**config.mk**
```make
export PLATFORM = sky130hd
export DESIGN_NAME = iso8583_field_validator_top
export DESIGN_NICKNAME = d
export VERILOG_FILES = /design/src/rtl/ifv_pkg.sv /design/src/rtl/ifv_step.sv /design/src/rtl/iso8583_field_validator_top.sv
export SDC_FILE = /design/constraint.sdc
export NUM_CORES = 1
export LEC_CHECK = 0
export ABC_AREA = 1
export BUFFER_PORTS_ARGS = -buffer_cell sky130_fd_sc_hd__buf_4
export CORE_ASPECT_RATIO = 1.75
export CORE_MARGIN = 2
export CORE_UTILIZATION = 40
export DETAILED_ROUTE_END_ITERATION = 6
export PLACE_DENSITY = 0.63
export SYNTH_ARGS = -nofsm -noshare
export SYNTH_HDL_FRONTEND = slang
export SYNTH_SLANG_ARGS = --single-unit
export TNS_END_PERCENT = 20
```
**constraint.sdc**
```tcl
create_clock -name clk -period 4.1 [get_ports clk]
set_clock_uncertainty 0.2 [all_clocks]
set_input_delay 0.615 -clock clk [delete_from_list [all_inputs] [get_ports clk]]
set_output_delay 0.615 -clock clk [all_outputs]
set_load 0.01 [all_outputs]
```
**src/rtl/ifv_pkg.sv**
```systemverilog
`default_nettype none

package ifv_pkg;

  localparam int COUNT_W           = 10;
  localparam int ACC_W             = 30;
  localparam int VALUE_W           = 31;
  localparam int DEF_MAX_FIELD_LEN = 999;
  localparam int MAX_DIGITS        = 9;
  localparam int N_MAX_LEN         = 9;
  localparam int XN_MAX_LEN        = 10;

  // character codes
  localparam logic [7:0] CH_SPACE   = 8'h20;
  localparam logic [7:0] CH_ZERO    = 8'h30;
  localparam logic [7:0] CH_NINE    = 8'h39;
  localparam logic [7:0] CH_UPPER_A = 8'h41;
  localparam logic [7:0] CH_UPPER_C = 8'h43;
  localparam logic [7:0] CH_UPPER_D = 8'h44;
  localparam logic [7:0] CH_UPPER_Z = 8'h5a;
  localparam logic [7:0] CH_LOWER_A = 8'h61;
  localparam logic [7:0] CH_LOWER_C = 8'h63;
  localparam logic [7:0] CH_LOWER_D = 8'h64;
  localparam logic [7:0] CH_LOWER_Z = 8'h7a;
  localparam logic [7:0] CH_NUL     = 8'h00;

  typedef enum logic [2:0] {
    TYPE_A   = 3'd0,
    TYPE_N   = 3'd1,
    TYPE_S   = 3'd2,
    TYPE_AN  = 3'd3,
    TYPE_AS  = 3'd4,
    TYPE_NS  = 3'd5,
    TYPE_ANS = 3'd6,
    TYPE_XN  = 3'd7
  } field_type_t;

  typedef enum logic [1:0] {
    ST_OK   = 2'd0,
    ST_CHAR = 2'd1,
    ST_SIGN = 2'd2,
    ST_LONG = 2'd3
  } status_t;

  typedef struct packed {
    field_type_t        active_type;
    logic               keep_text;
    logic [COUNT_W-1:0] byte_count;
    logic [ACC_W-1:0]   digit_accumulator;
    status_t            error_code;
    logic               negative_sign;
  } field_state_t;

  typedef struct packed {
    status_t                    status;
    logic                       is_number;
    logic signed [VALUE_W-1:0]  value;
    logic                       is_negative;
    logic [COUNT_W-1:0]         field_length;
  } field_result_t;

endpackage

`default_nettype wire

```
**src/rtl/ifv_step.sv**
```systemverilog
`default_nettype none

module ifv_step #(
  parameter int MAX_FIELD_LEN = ifv_pkg::DEF_MAX_FIELD_LEN
) (
  input  ifv_pkg::field_state_t  cur,
  input  logic [7:0]             char_byte,
  input  logic                   first_byte,
  input  logic [2:0]             field_type,
  input  logic                   force_text,
  output ifv_pkg::field_state_t  nxt,
  output ifv_pkg::field_result_t res
);
  import ifv_pkg::*;

  localparam logic [COUNT_W-1:0] MAX_LEN = COUNT_W'(MAX_FIELD_LEN);

  field_state_t     eff;
  logic [COUNT_W-1:0] pos;
  logic [COUNT_W:0] ndigits;
  logic             is_letter;
  logic             is_digit;
  logic             is_nonzero;
  logic             is_sign_d;
  logic             is_sign_c;
  status_t          check;
  logic [ACC_W-1:0] acc_times_ten;
  logic             numlike;
  logic [VALUE_W-1:0] mag;

  // state as seen by this byte: a first byte restarts the field
  always_comb begin
    eff = cur;
    if (first_byte) begin
      eff.active_type       = field_type_t'(field_type);
      eff.keep_text         = force_text;
      eff.byte_count        = '0;
      eff.digit_accumulator = '0;
      eff.error_code        = ST_OK;
      eff.negative_sign     = 1'b0;
    end
  end

  assign pos        = eff.byte_count;
  assign is_letter  = (char_byte >= CH_LOWER_A && char_byte <= CH_LOWER_Z) ||
                      (char_byte >= CH_UPPER_A && char_byte <= CH_UPPER_Z) ||
                      (char_byte == CH_SPACE);
  assign is_digit   = (char_byte >= CH_ZERO) && (char_byte <= CH_NINE);
  assign is_nonzero = (char_byte != CH_NUL);
  assign is_sign_d  = (char_byte == CH_UPPER_D) || (char_byte == CH_LOWER_D);
  assign is_sign_c  = (char_byte == CH_UPPER_C) || (char_byte == CH_LOWER_C);

  // character class check for the active type
  always_comb begin
    unique case (eff.active_type)
      TYPE_A:  check = is_letter ? ST_OK : ST_CHAR;
      TYPE_N:  check = is_digit ? ST_OK : ST_CHAR;
      TYPE_AN: check = (is_letter || is_digit) ? ST_OK : ST_CHAR;
      TYPE_XN: begin
        if (pos == '0) begin
          check = (is_sign_c || is_sign_d) ? ST_OK : ST_SIGN;
        end else begin
          check = is_digit ? ST_OK : ST_CHAR;
        end
      end
      TYPE_S, TYPE_AS, TYPE_NS, TYPE_ANS: check = is_nonzero ? ST_OK : ST_CHAR;
      default: check = ST_CHAR;
    endcase
  end

  assign ndigits = (eff.active_type == TYPE_XN) ? {1'b0, pos} : ({1'b0, pos} + 1'b1);
  assign acc_times_ten = (eff.digit_accumulator << 3) + (eff.digit_accumulator << 1)
                       + {{(ACC_W-4){1'b0}}, char_byte[3:0]};

  always_comb begin
    nxt = eff;
    if (eff.error_code == ST_OK) begin
      if (pos >= MAX_LEN) begin
        nxt.error_code = ST_LONG;
      end else begin
        nxt.error_code = check;
      end
    end
    if (nxt.error_code == ST_OK) begin
      if (eff.active_type == TYPE_XN && pos == '0) begin
        nxt.negative_sign = is_sign_d;
      end else if (eff.active_type == TYPE_N || eff.active_type == TYPE_XN) begin
        if (ndigits <= (COUNT_W+1)'(MAX_DIGITS)) begin
          nxt.digit_accumulator = acc_times_ten;
        end
      end
    end
    if (eff.byte_count < MAX_LEN) begin
      nxt.byte_count = eff.byte_count + 1'b1;
    end
  end

  assign numlike = (nxt.error_code == ST_OK) &&
                   ((nxt.active_type == TYPE_N && !nxt.keep_text &&
                     nxt.byte_count <= COUNT_W'(N_MAX_LEN)) ||
                    (nxt.active_type == TYPE_XN &&
                     nxt.byte_count <= COUNT_W'(XN_MAX_LEN)));

  assign mag = {1'b0, nxt.digit_accumulator};

  always_comb begin
    res.status       = nxt.error_code;
    res.is_number    = numlike;
    res.is_negative  = nxt.negative_sign;
    res.field_length = nxt.byte_count;
    if (!numlike) begin
      res.value = '0;
    end else if (nxt.negative_sign) begin
      res.value = $signed(-mag);
    end else begin
      res.value = $signed(mag);
    end
  end

endmodule

`default_nettype wire

```
**src/rtl/iso8583_field_validator_top.sv**
```systemverilog
// ISO 8583 field type checker. Bytes of one field arrive one per item
// transaction, with the field type and force-text flag taken on the byte
// marked first_byte. Each byte is checked against its type's class
// (letters and space, digits, both, or any nonzero byte; xn opens with
// C or D, then digits) and the first error found is kept. On the
// byte marked last_byte one result transaction carries status, field
// length (saturating at MAX_FIELD_LEN) and, for n fields of up to 9
// bytes not forced to text or xn fields of up to 10 bytes, the signed
// decimal value. A byte is taken every cycle unless a last byte is waiting
// in the input register. Each byte passes through the input register, and
// a last byte, when it leaves that register, loads the output register
// that drives result_valid and the result payload. The per-byte class
// check and the multiply-by-ten accumulate sit in one combinational step
// between the two registers. A last byte waits in the input register only
// while an earlier result is still held by result_ready low.
`default_nettype none

module iso8583_field_validator_top #(
  parameter int MAX_FIELD_LEN = ifv_pkg::DEF_MAX_FIELD_LEN
) (
  input  logic                clk,
  input  logic                rst,
  input  logic                item_valid,
  output logic                item_ready,
  input  logic [7:0]          char_byte,
  input  logic                first_byte,
  input  logic                last_byte,
  input  logic [2:0]          field_type,
  input  logic                force_text,
  output logic                result_valid,
  input  logic                result_ready,
  output logic [1:0]          status,
  output logic                is_number,
  output logic signed [30:0]  value,
  output logic                is_negative,
  output logic [9:0]          field_length
);
  import ifv_pkg::*;

  // input register
  logic       s1_valid;
  logic [7:0] s1_char;
  logic       s1_first;
  logic       s1_last;
  logic [2:0] s1_type;
  logic       s1_force;

  // running field state
  field_state_t  st;
  field_state_t  st_next;
  field_result_t res;

  logic drain;

  // a byte leaves the input register unless it would produce a result
  // while the previous one is still waiting
  assign drain      = s1_valid && (!s1_last || !result_valid || result_ready);
  assign item_ready = !s1_valid || drain;

  ifv_step #(
    .MAX_FIELD_LEN(MAX_FIELD_LEN)
  ) u_step (
    .cur        (st),
    .char_byte  (s1_char),
    .first_byte (s1_first),
    .field_type (s1_type),
    .force_text (s1_force),
    .nxt        (st_next),
    .res        (res)
  );

  // control and field state
  always_ff @(posedge clk) begin
    if (rst) begin
      s1_valid     <= 1'b0;
      st           <= '0;
      result_valid <= 1'b0;
    end else begin
      if (item_ready) begin
        s1_valid <= item_valid;
      end
      if (drain) begin
        st <= st_next;
      end
      if (drain && s1_last) begin
        result_valid <= 1'b1;
      end else if (result_ready) begin
        result_valid <= 1'b0;
      end
    end
  end

  // input payload capture
  always_ff @(posedge clk) begin
    if (item_valid && item_ready) begin
      s1_char  <= char_byte;
      s1_first <= first_byte;
      s1_last  <= last_byte;
      s1_type  <= field_type;
      s1_force <= force_text;
    end
  end

  // result payload, loaded when a last byte is processed
  always_ff @(posedge clk) begin
    if (drain && s1_last) begin
      status       <= res.status;
      is_number    <= res.is_number;
      value        <= res.value;
      is_negative  <= res.is_negative;
      field_length <= res.field_length;
    end
  end

endmodule

`default_nettype wire

```
==> metrics.md, run 1 <==
| Metric | Value |
|---|---|
| Synth cell types | `43` |
| Clock sinks | `108` |
| DRT iter0 DRCs | `approximately 520` |
| Leak | `5.41 nW` |
| Total Power | `3.20 mW` |
| Ys flop type | `edfxtp_1` |
| First-pass GRT wire length | `slightly below 40000 um` |
| H-tree levels | `3` |
| Yosys reg bits | `108` |
| Setup Crit Path Kind | `reg2reg` |
| Synth top area cells | `edfxtp_1 (21%), nand2_1 (15%), dfxtp_1 (11%)` |
| Routed WL | `26000 um` |
| Post-synth EDFFs | `59` |
| Hold wc startpoint | `char_byte[0]` |
| Buf/Inv on CP | `4` |
| Async SR Flop Fraction | `0%` |
| Max clock buf depth | `2` |
| Unrepaired setup endpoints after global routing | `yes` |
| Vias after detailed routing | `slightly below 9000` |
| Seq/Total Area, Yosys | `32.1%` |
| Vias in the first global route | `about 8100` |
| DRC viols | `0` |
| Post-DP HPWL | `about 20000 um` |
| Filler Cell Count | `slightly above 2000` |
| DP Area | `between 9000 and 10000 um^2` |
| Vias/cell | `between 5 and 6` |
| Clock Pin Slew Worst Setup and Hold Paths | `roughly 0.070 ns` |
| Worst setup EP type | `flop` |
| Post-route cell area | `11200 um^2` |
| Slew headroom | `21.8%` |
| Area grow syn2layout | `31.2%` |
| CP startpoint kind | `flop` |
| Delay-heaviest family, CP | `simple AND/OR/NAND/NOR gates` |
| Hold slack final | `0.221 ns` |
| PnR worst setup slack | `0.0712 ns` |
| Fin util | `53.7%` |
| Commonest cells post-synth | `nand2_1 (341), nor2_1 (158), inv_1 (154)` |
| Antenna cells | `0` |
| Slew @ Worst Pin | `1.17 ns` |
| IO buf count | `between 60 and 70` |
| Max rail drop VDD | `~0.22 mV` |
| Row count | `70` |
| Fin nets | `1472` |
| MaxCap Viol Count | `0` |
| Num CTS Buffers | `9` |
| Syn Nets | `about 1300` |
| Antenna-violating nets left | `0` |
| Initial Utilization | `41.0%` |
| Cell-by-cell trace of the critical path | `clkinv_4, buf_4, nand2_4, inv_2, ha_4, ha_4, fa_2, nand3_2, nand2_2, nand2_1, nand2_4, a31oi_2, xor2_1, nand3_1, nand2_2, nand2_2, nor2_1, nand2_1, nor2_1, nand2_1, nor2_2, buf_4, nor3_1` |
| DR WL/cell | `15.7 um` |
| GR Overflow Total | `0` |
| PD cells | `285 nW/um^2` |
| CP Launch Point | `s1_first` |
| Die X | `between 100 and 150 um` |
| Ys Warns | `0` |
| CTS root buf | `clkbuf_16` |
| Most common cell in the netlist | `nand2_1` |
| Pre-CTS setup slack | `-0.211 ns` |
| Largest net degree at the start of global routing | `57` |
| Core box area | `between 20000 and 25000 um^2` |
| Syn Area/Cell | `6.74 um^2` |
| Pins over their slew limit | `0` |
| Mapped Area | `8580 um^2` |
| DIE HEIGHT | `198 um` |
| Mapped Cells | `1272` |
| IO Pins | `65` |
| Worst EP arrival | `3.93 ns` |
| Cell taking the most area after synthesis | `edfxtp_1` |
| Initial antenna violation count | `0` |
| TritonRoute pass-1 iters | `5` |
| Worst-path maximum fanout | `7` |
| Layout cell share with drive strength beyond 1 | `roughly 30%` |
| Final hold vios | `0` |
| Tmin final | `4.03 ns` |
| Final period utilization | `98.3%` |
| Full die area | `22700 um^2` |
| GPL Wtd Cong | `0.985` |
| CTS tree | `built` |
| RR Startpoint | `s1_first` |
| CP required | `4.00 ns` |
| GR Util All Layers | `22.1%` |
| Final setup viols | `0` |
| Post-synth top area share | `20.7%` |
| CP max-delay cell | `edfxtp_1` |
| Status | `complete, no violations` |
| Worst Hold Class | `in2reg` |
| Clk Latency, worst-skew pair | `approximately 0.37 ns` |
| Peak per-stage delay on the critical path | `0.46 ns` |
| F_max | `248 MHz` |
sequential cells by signal, indices dropped and copies added, names as in the netlist:
register      cells
value            31
s1_type           3
status            2
is_number         1
s1_last           1
s1_first          1
result_valid      1
s1_char           8
s1_force          1
s1_valid          1
field_length     10
st               47
is_negative       1
metrics by stage:
stage,cells,setup TNS [ns]
global route,1652,-0.701
global placement,1615,-0.666
CTS,1631,0
detailed placement,1615,-0.810
floorplan,1272,0
finish,1652,0
placed cells by master, fill, tap and decap left out, types with 49 or more instances in the layout:
| cell type | netlist | routed |
|---|---|---|
| nand2_1 | 341 | 297 |
| inv_1 | 154 | 144 |
| buf_4 | 5 | 143 |
| nor2_1 | 158 | 127 |
| a21oi_1 | 99 | 80 |
| o21ai_0 | 82 | 74 |
| nand2_2 | 28 | 67 |
| edfxtp_1 | 59 | 59 |
| nand3_1 | 67 | 58 |
| dfxtp_1 | 49 | 49 |
path summary, 6_finish.rpt:
check                to  slack, ns  cells past startpoint
max reg2reg   value[30]       0.07                     23
min          s1_char[0]       0.22                      1
min reg2reg      st[43]       0.25                      2
max           value[30]       0.07                     23
routing by layer:
metal  track usage [%]  vias up  share of wire, %  wire [um]
met5                 0        -                 0          0
met4              10.5        0               4.3       1110
met3              2.36       76               3.6        928
met2              41.6      241                54      14000
met1              24.3     4077                38       9930
li1                  -     4392                 -          -
final cells by class:
class                           instances  area (um^2)  area share [%]
Multi-Input combinational cell        955         6020            53.5
Sequential cell                       108         2750            24.5
Timing Repair Buffer                  151         1210            10.7
Inverter                              170          643            5.72
Tap cell                              252          315            2.80
Clock buffer                           10          239            2.12
Clock inverter                          6         71.3           0.634
kinds of logic after synthesis:
group,share of synthesized area [%]
fa+ha+maj,8.78
simple gates,34.2
buf+inv,9.89
compound gates,12.9
xor+xnor,2.14
flops,32.1
what timing repair did:
item | CTS | global route
setup endpoints to repair | 8 | 28
cloned | 0 | 2
pin swaps | 3 | 47
resized for setup | 9 | 205
hold buffers | 0 | 0
setup buffers | 0 | 19
report_power, final:
part / switching [mW] / internal [mW]
clock: 0.420 / 0.495
sequential: 0.0311 / 1.19
combinational: 0.668 / 0.398
total: 1.12 / 2.08
Note: power is estimated with default switching activity, not from simulation.
==> run 2: changes to the inputs <==
- SETUP_SLACK_MARGIN: not set -> 0.1
==> metrics.md, run 2 (same netlist as run 1, synthesis figures left out) <==
| Metric | Value |
|---|---|
| Peak per-stage delay on the critical path | `0.47 ns` |
| Most used cell, CP | `nand2_1` |
| Core box area | `approximately 21000 um^2` |
| GPL Wtd Cong | `0.942` |
| H-tree levels | `3` |
| Wl on met1 | `10500 um` |
| Final period utilization | `97.8%` |
| DRC viols | `0` |
| CTS tree | `built` |
| GR Overflow Total | `0` |
| Combinational power share | `between 30% and 40%` |
| PD cells | `288 nW/um^2` |
| Tmin final | `4.01 ns` |
| DIE HEIGHT | `198 um` |
| Leak | `~5.5 nW` |
| Post-route cell area | `approximately 11000 um^2` |
| Fin nets | `1482` |
| Antenna cells | `0` |
| Setup Crit Path Kind | `reg2reg` |
| Clock sinks | `108` |
| Vias/cell | `5.21` |
| Vias in the first global route | `8326` |
| Commonest non-fill, non-tap cell in the layout | `nand2_1` |
| Reg2reg end | `value[26]` |
| Total Power | `3.20 mW` |
| Met2 wire len | `13700 um` |
| Full die area | `22700 um^2` |
| CTS root buf | `clkbuf_16` |
| Initial Utilization | `41.0%` |
| IO Pins | `65` |
| Clk Latency, worst-skew pair | `around 0.36 ns` |
| CP startpoint kind | `flop` |
| Commonest non-fill, non-tap cells in the layout | `nand2_1 (297), buf_4 (151), inv_1 (140)` |
| Worst Hold Class | `in2reg` |
| Hold slack final | `0.226 ns` |
| R2R setup slack | `0.09 ns` |
| Antenna-violating nets left | `0` |
| Layout cell share with drive strength beyond 1 | `28.9%` |
| Initial antenna violation count | `0` |
| Die X | `115 um` |
| DP Area | `approximately 10000 um^2` |
| Routed WL | `~26000 um` |
| Post-DP HPWL | `19900 um` |
| Max rail drop VDD | `0.203 mV` |
| Worst EP arrival | `3.94 ns` |
| Largest net degree at the start of global routing | `56` |
| Top reg by flops | `st` |
| Reg2Reg Depth | `27` |
| Largest register FFs | `47` |
| Clock power share | `between 20% and 30%` |
| CP Launch Point | `s1_first` |
| TritonRoute pass-1 iters | `5` |
| Max clock buf depth | `2` |
| RR Startpoint | `s1_first` |
| Top Registers | `st x47, value x31, field_length x10` |
| Met3 WL | `683 um` |
| F_max | `249 MHz` |
| DRT iter0 DRCs | `between 500 and 600` |
| Final hold vios | `0` |
| Pins over their slew limit | `0` |
| IO buf count | `between 60 and 70` |
| Worst-path maximum fanout | `8` |
| Area grow syn2layout | `29.6%` |
| Slew @ Worst Pin | `approximately 1.2 ns` |
| Worst setup EP type | `flop` |
| Slew headroom | `between 10% and 20%` |
| Sw Share | `35.2%` |
| NetSw | `roughly 1.1 mW` |
| Cts hold-fix bufs | `0` |
| Row count | `70` |
| Vias after detailed routing | `8655` |
| Sequential power share | `approximately two fifths` |
| MaxCap Viol Count | `0` |
| Int Power | `2.07 mW` |
| Num CTS Buffers | `9` |
| Final setup viols | `0` |
| CP endpoint | `value[26]` |
| Status | `complete, no violations` |
| Unrepaired setup endpoints after global routing | `yes` |
| CP max-delay cell | `edfxtp_1` |
| CP required | `between 4 and 5 ns` |
| DR WL/cell | `15.7 um` |
| Top Layer Used | `met4` |
| First-pass GRT wire length | `40700 um` |
| GR Util All Layers | `between 20 and 25%` |
| Clock Pin Slew Worst Setup and Hold Paths | `approximately 0.080 ns` |
run 2: final cells by class:
class                      instances  area [um^2]
fill                            1992         9820
clock buffer                       9          225
sequential                       108         2750
timing repair buffer             161         1300
multi-input combinational        955         5800
clock inverter                     7         73.8
tap                              252          315
inverter                         170          643
run 2: critical path, delay by kind of cell (launching register included):
kind                     cells  cell delay (ns)
AO/OA/AOI/OAI                2             0.35
adder cells (fa/ha/maj)      2             0.52
buffers and inverters        5             0.70
flip-flops                   1             0.47
AND/OR/NAND/NOR             18             1.51
run 2: routing by layer:
layer  vias up  GRT usage, %
li1       4400             -
met1      4001          25.6
met2       188          42.4
met3        66          1.84
met4         0          9.98
met5         -             0
run 2: through the flow:
step                      setup TNS, ns  std cells  setup WS (ns)  utilization [%]
final                                 0       1662         0.0899             53.1
after global routing             -0.388       1662        -0.0576             53.1
after detailed placement         -0.754       1621         -0.203             46.7
after floorplan                       0       1272          0.206                -
after CTS                             0       1638         0.0939             48.7
after global placement           -0.551       1621         -0.158             46.7
run 2: worst min path at each step:
stage	from	end	slack [ns]	depth (start not counted)
after detailed placement	st[43]	st[43]	0.26	2
after global routing	field_type[1]	s1_type[1]	0.21	1
after CTS	char_byte[6]	s1_char[6]	0.22	1
after global placement	st[43]	st[43]	0.24	2
final	force_text	s1_force	0.23	1
after floorplan	st[43]	st[43]	0.22	2
run 2: repair_timing:
item / in CTS / in global routing
pin swaps: 4 / 45
gates cloned: 0 / 1
gates resized for setup: 35 / 164
setup buffers: 1 / 23
endpoints found under the setup margin: 19 / 24
run 2: power by group through the flow:
stage / clock network (mW) / registers, mW / logic (mW)
floorplan: 0 / 1.24 / 0.622
global placement: 0 / 1.24 / 0.924
detailed placement: 0 / 1.24 / 0.929
CTS: 0.923 / 1.22 / 0.944
global route: 0.963 / 1.22 / 1.18
finish: 0.912 / 1.22 / 1.07
==> run 3: changes to the inputs <==
--- a/config.mk
+++ b/config.mk
@@ -12,4 +12,5 @@
 export CORE_UTILIZATION = 40
 export DETAILED_ROUTE_END_ITERATION = 6
+export MAX_ROUTING_LAYER = met4
 export PLACE_DENSITY = 0.63
 export SETUP_SLACK_MARGIN = 0.1
==> constraint.sdc (replaced) <==
create_clock -name clk -period 4.1 [get_ports clk]
set_clock_uncertainty 0.2 [all_clocks]
set_input_delay 0.205 -clock clk [delete_from_list [all_inputs] [get_ports clk]]
set_output_delay 0.205 -clock clk [all_outputs]
set_load 0.01 [all_outputs]
==> metrics.md, run 3 (same netlist as run 1, synthesis figures left out) <==
| Metric | Value |
|---|---|
| Pins over their slew limit | `0` |
| DR WL/cell | `~15 um` |
| Die X | `115 um` |
| Clock Pin Slew Worst Setup and Hold Paths | `~0.080 ns` |
| First-pass GRT wire length | `approximately 40000 um` |
| Worst Hold Class | `in2reg` |
| Commonest non-fill, non-tap cells in the layout | `nand2_1 (310), inv_1 (147), buf_4 (142)` |
| Top Registers | `st x47, value x31, field_length x10` |
| Post-DP HPWL | `between 15000 and 20000 um` |
| Status | `complete, no violations` |
| Unrepaired setup endpoints after global routing | `yes` |
| Final hold vios | `0` |
| Clock sinks | `108` |
| Tmin final | `just over 4 ns` |
| Worst-path maximum fanout | `8` |
| Area grow syn2layout | `26.5%` |
| Total Power | `3.19 mW` |
| Largest register FFs | `47` |
| PD cells | `295 nW/um^2` |
| IO Pins | `65` |
| Vias after detailed routing | `8576` |
| GR Util All Layers | `a little under a quarter` |
| Slew @ Worst Pin | `1.27 ns` |
| CP startpoint kind | `flop` |
| Row count | `70` |
| DIE HEIGHT | `198 um` |
| H-tree levels | `3` |
| Clk Latency, worst-skew pair | `0.36 ns` |
| Vias in the first global route | `8305` |
| CTS tree | `built` |
| TritonRoute pass-1 iters | `5` |
| Routed WL | `between 20000 and 30000 um` |
| Max clock buf depth | `2` |
| R2R setup slack | `0.06 ns` |
| Core box area | `20900 um^2` |
| Initial antenna violation count | `0` |
| Top reg by flops | `st` |
| F_max | `approximately 250 MHz` |
| DRC viols | `0` |
| Vias/cell | `5.16` |
| Slew headroom | `around 15%` |
| GPL Wtd Cong | `0.935` |
| Final period utilization | `98.6%` |
| Setup Crit Path Kind | `reg2reg` |
| Worst setup EP type | `flop` |
| Num CTS Buffers | `9` |
| Final setup viols | `0` |
| CP required | `4.03 ns` |
| Fin util | `51.8%` |
| Full die area | `22700 um^2` |
| CTS root buf | `clkbuf_16` |
| GR Overflow Total | `0` |
| Largest net degree at the start of global routing | `57` |
| MaxCap Viol Count | `0` |
| Layout cell share with drive strength beyond 1 | `24.9%` |
| Fin nets | `roughly 1500` |
| Commonest non-fill, non-tap cell in the layout | `nand2_1` |
| Worst EP arrival | `3.97 ns` |
| Initial Utilization | `between 40 and 50%` |
| DRT iter0 DRCs | `580` |
| Antenna cells | `0` |
| Max rail drop VDD | `0.200 mV` |
| IO buf count | `64` |
| Antenna-violating nets left | `0` |
| Leak | `roughly 5.4 nW` |
[run 3: through the flow]
step | hold slack (ns) | cells | worst slack (ns) | instance area, um^2 | TNS [ns]
finish | 0.0127 | 1662 | 0.0579 | 10800 | 0
global route | 0.0409 | 1662 | -0.143 | 10800 | -0.888
CTS | 0.00757 | 1651 | 0.0637 | 10300 | 0
detailed placement | 0.185 | 1621 | -0.125 | 9740 | -0.280
global placement | 0.184 | 1621 | -0.125 | 9740 | -0.298
floorplan | 0.104 | 1272 | 0.206 | 8580 | 0
[run 3: what timing repair did]
action	in CTS	in global routing
pin swaps	4	28
gates resized for setup	28	111
buffers inserted	0	10
endpoints found under the setup margin	13	28
gates cloned	0	1
endpoints found under the hold margin	15	0
hold buffers	15	0
[run 3: worst max-delay path: stages (launching register included)]
cell,delay [ns]
edfxtp_1,0.46
inv_4,0.17
buf_12,0.14
nand2_1,0.07
inv_1,0.09
ha_1,0.24
ha_2,0.39
nand4_1,0.20
buf_4,0.21
nor2_4,0.12
nand4_1,0.19
nand3_2,0.16
xnor2_2,0.14
nand4_1,0.14
nand2_2,0.11
nand2_1,0.08
buf_4,0.13
nor2_1,0.07
nand2_1,0.06
nor2_1,0.10
nand2_1,0.10
nand2_1,0.09
nand2_1,0.05
nand2_1,0.05
nor2_1,0.04
[run 3: cell type report]
cell class                 instances  area (um^2)
fill                            2070        10100
multi-input combinational        955         5520
sequential                       108         2750
timing repair buffer             162         1300
inverter                         170          641
tap                              252          315
clock buffer                      11          243
clock inverter                     4         73.8
[run 3: power breakdown]
part / total [mW] / leakage [nW] / switching [mW] / internal (mW)
Sequential: 1.22 / 0.987 / 0.0298 / 1.19
Clock: 0.961 / 0.156 / 0.411 / 0.550
Combinational: 1.01 / 4.29 / 0.638 / 0.375
[run 3: worst paths after layout]
check	from	endpoint	cells past startpoint
worst max-delay path	s1_first	value[26]	24
worst min-delay path	result_ready	result_valid	6
worst max register to register	s1_first	value[26]	24
worst min register to register	st[43]	st[43]	2
[run 3: per-layer routing]
| layer | track usage, % | wire length, um | up-vias |
|---|---|---|---|
| li1 | - | - | 4406 |
| met3 | 1.74 | 529 | 52 |
| met5 | - | 0 | - |
| met1 | 25.6 | 10400 | 3966 |
| met4 | 8.85 | 895 | 0 |
| met2 | 42.8 | 13600 | 152 |
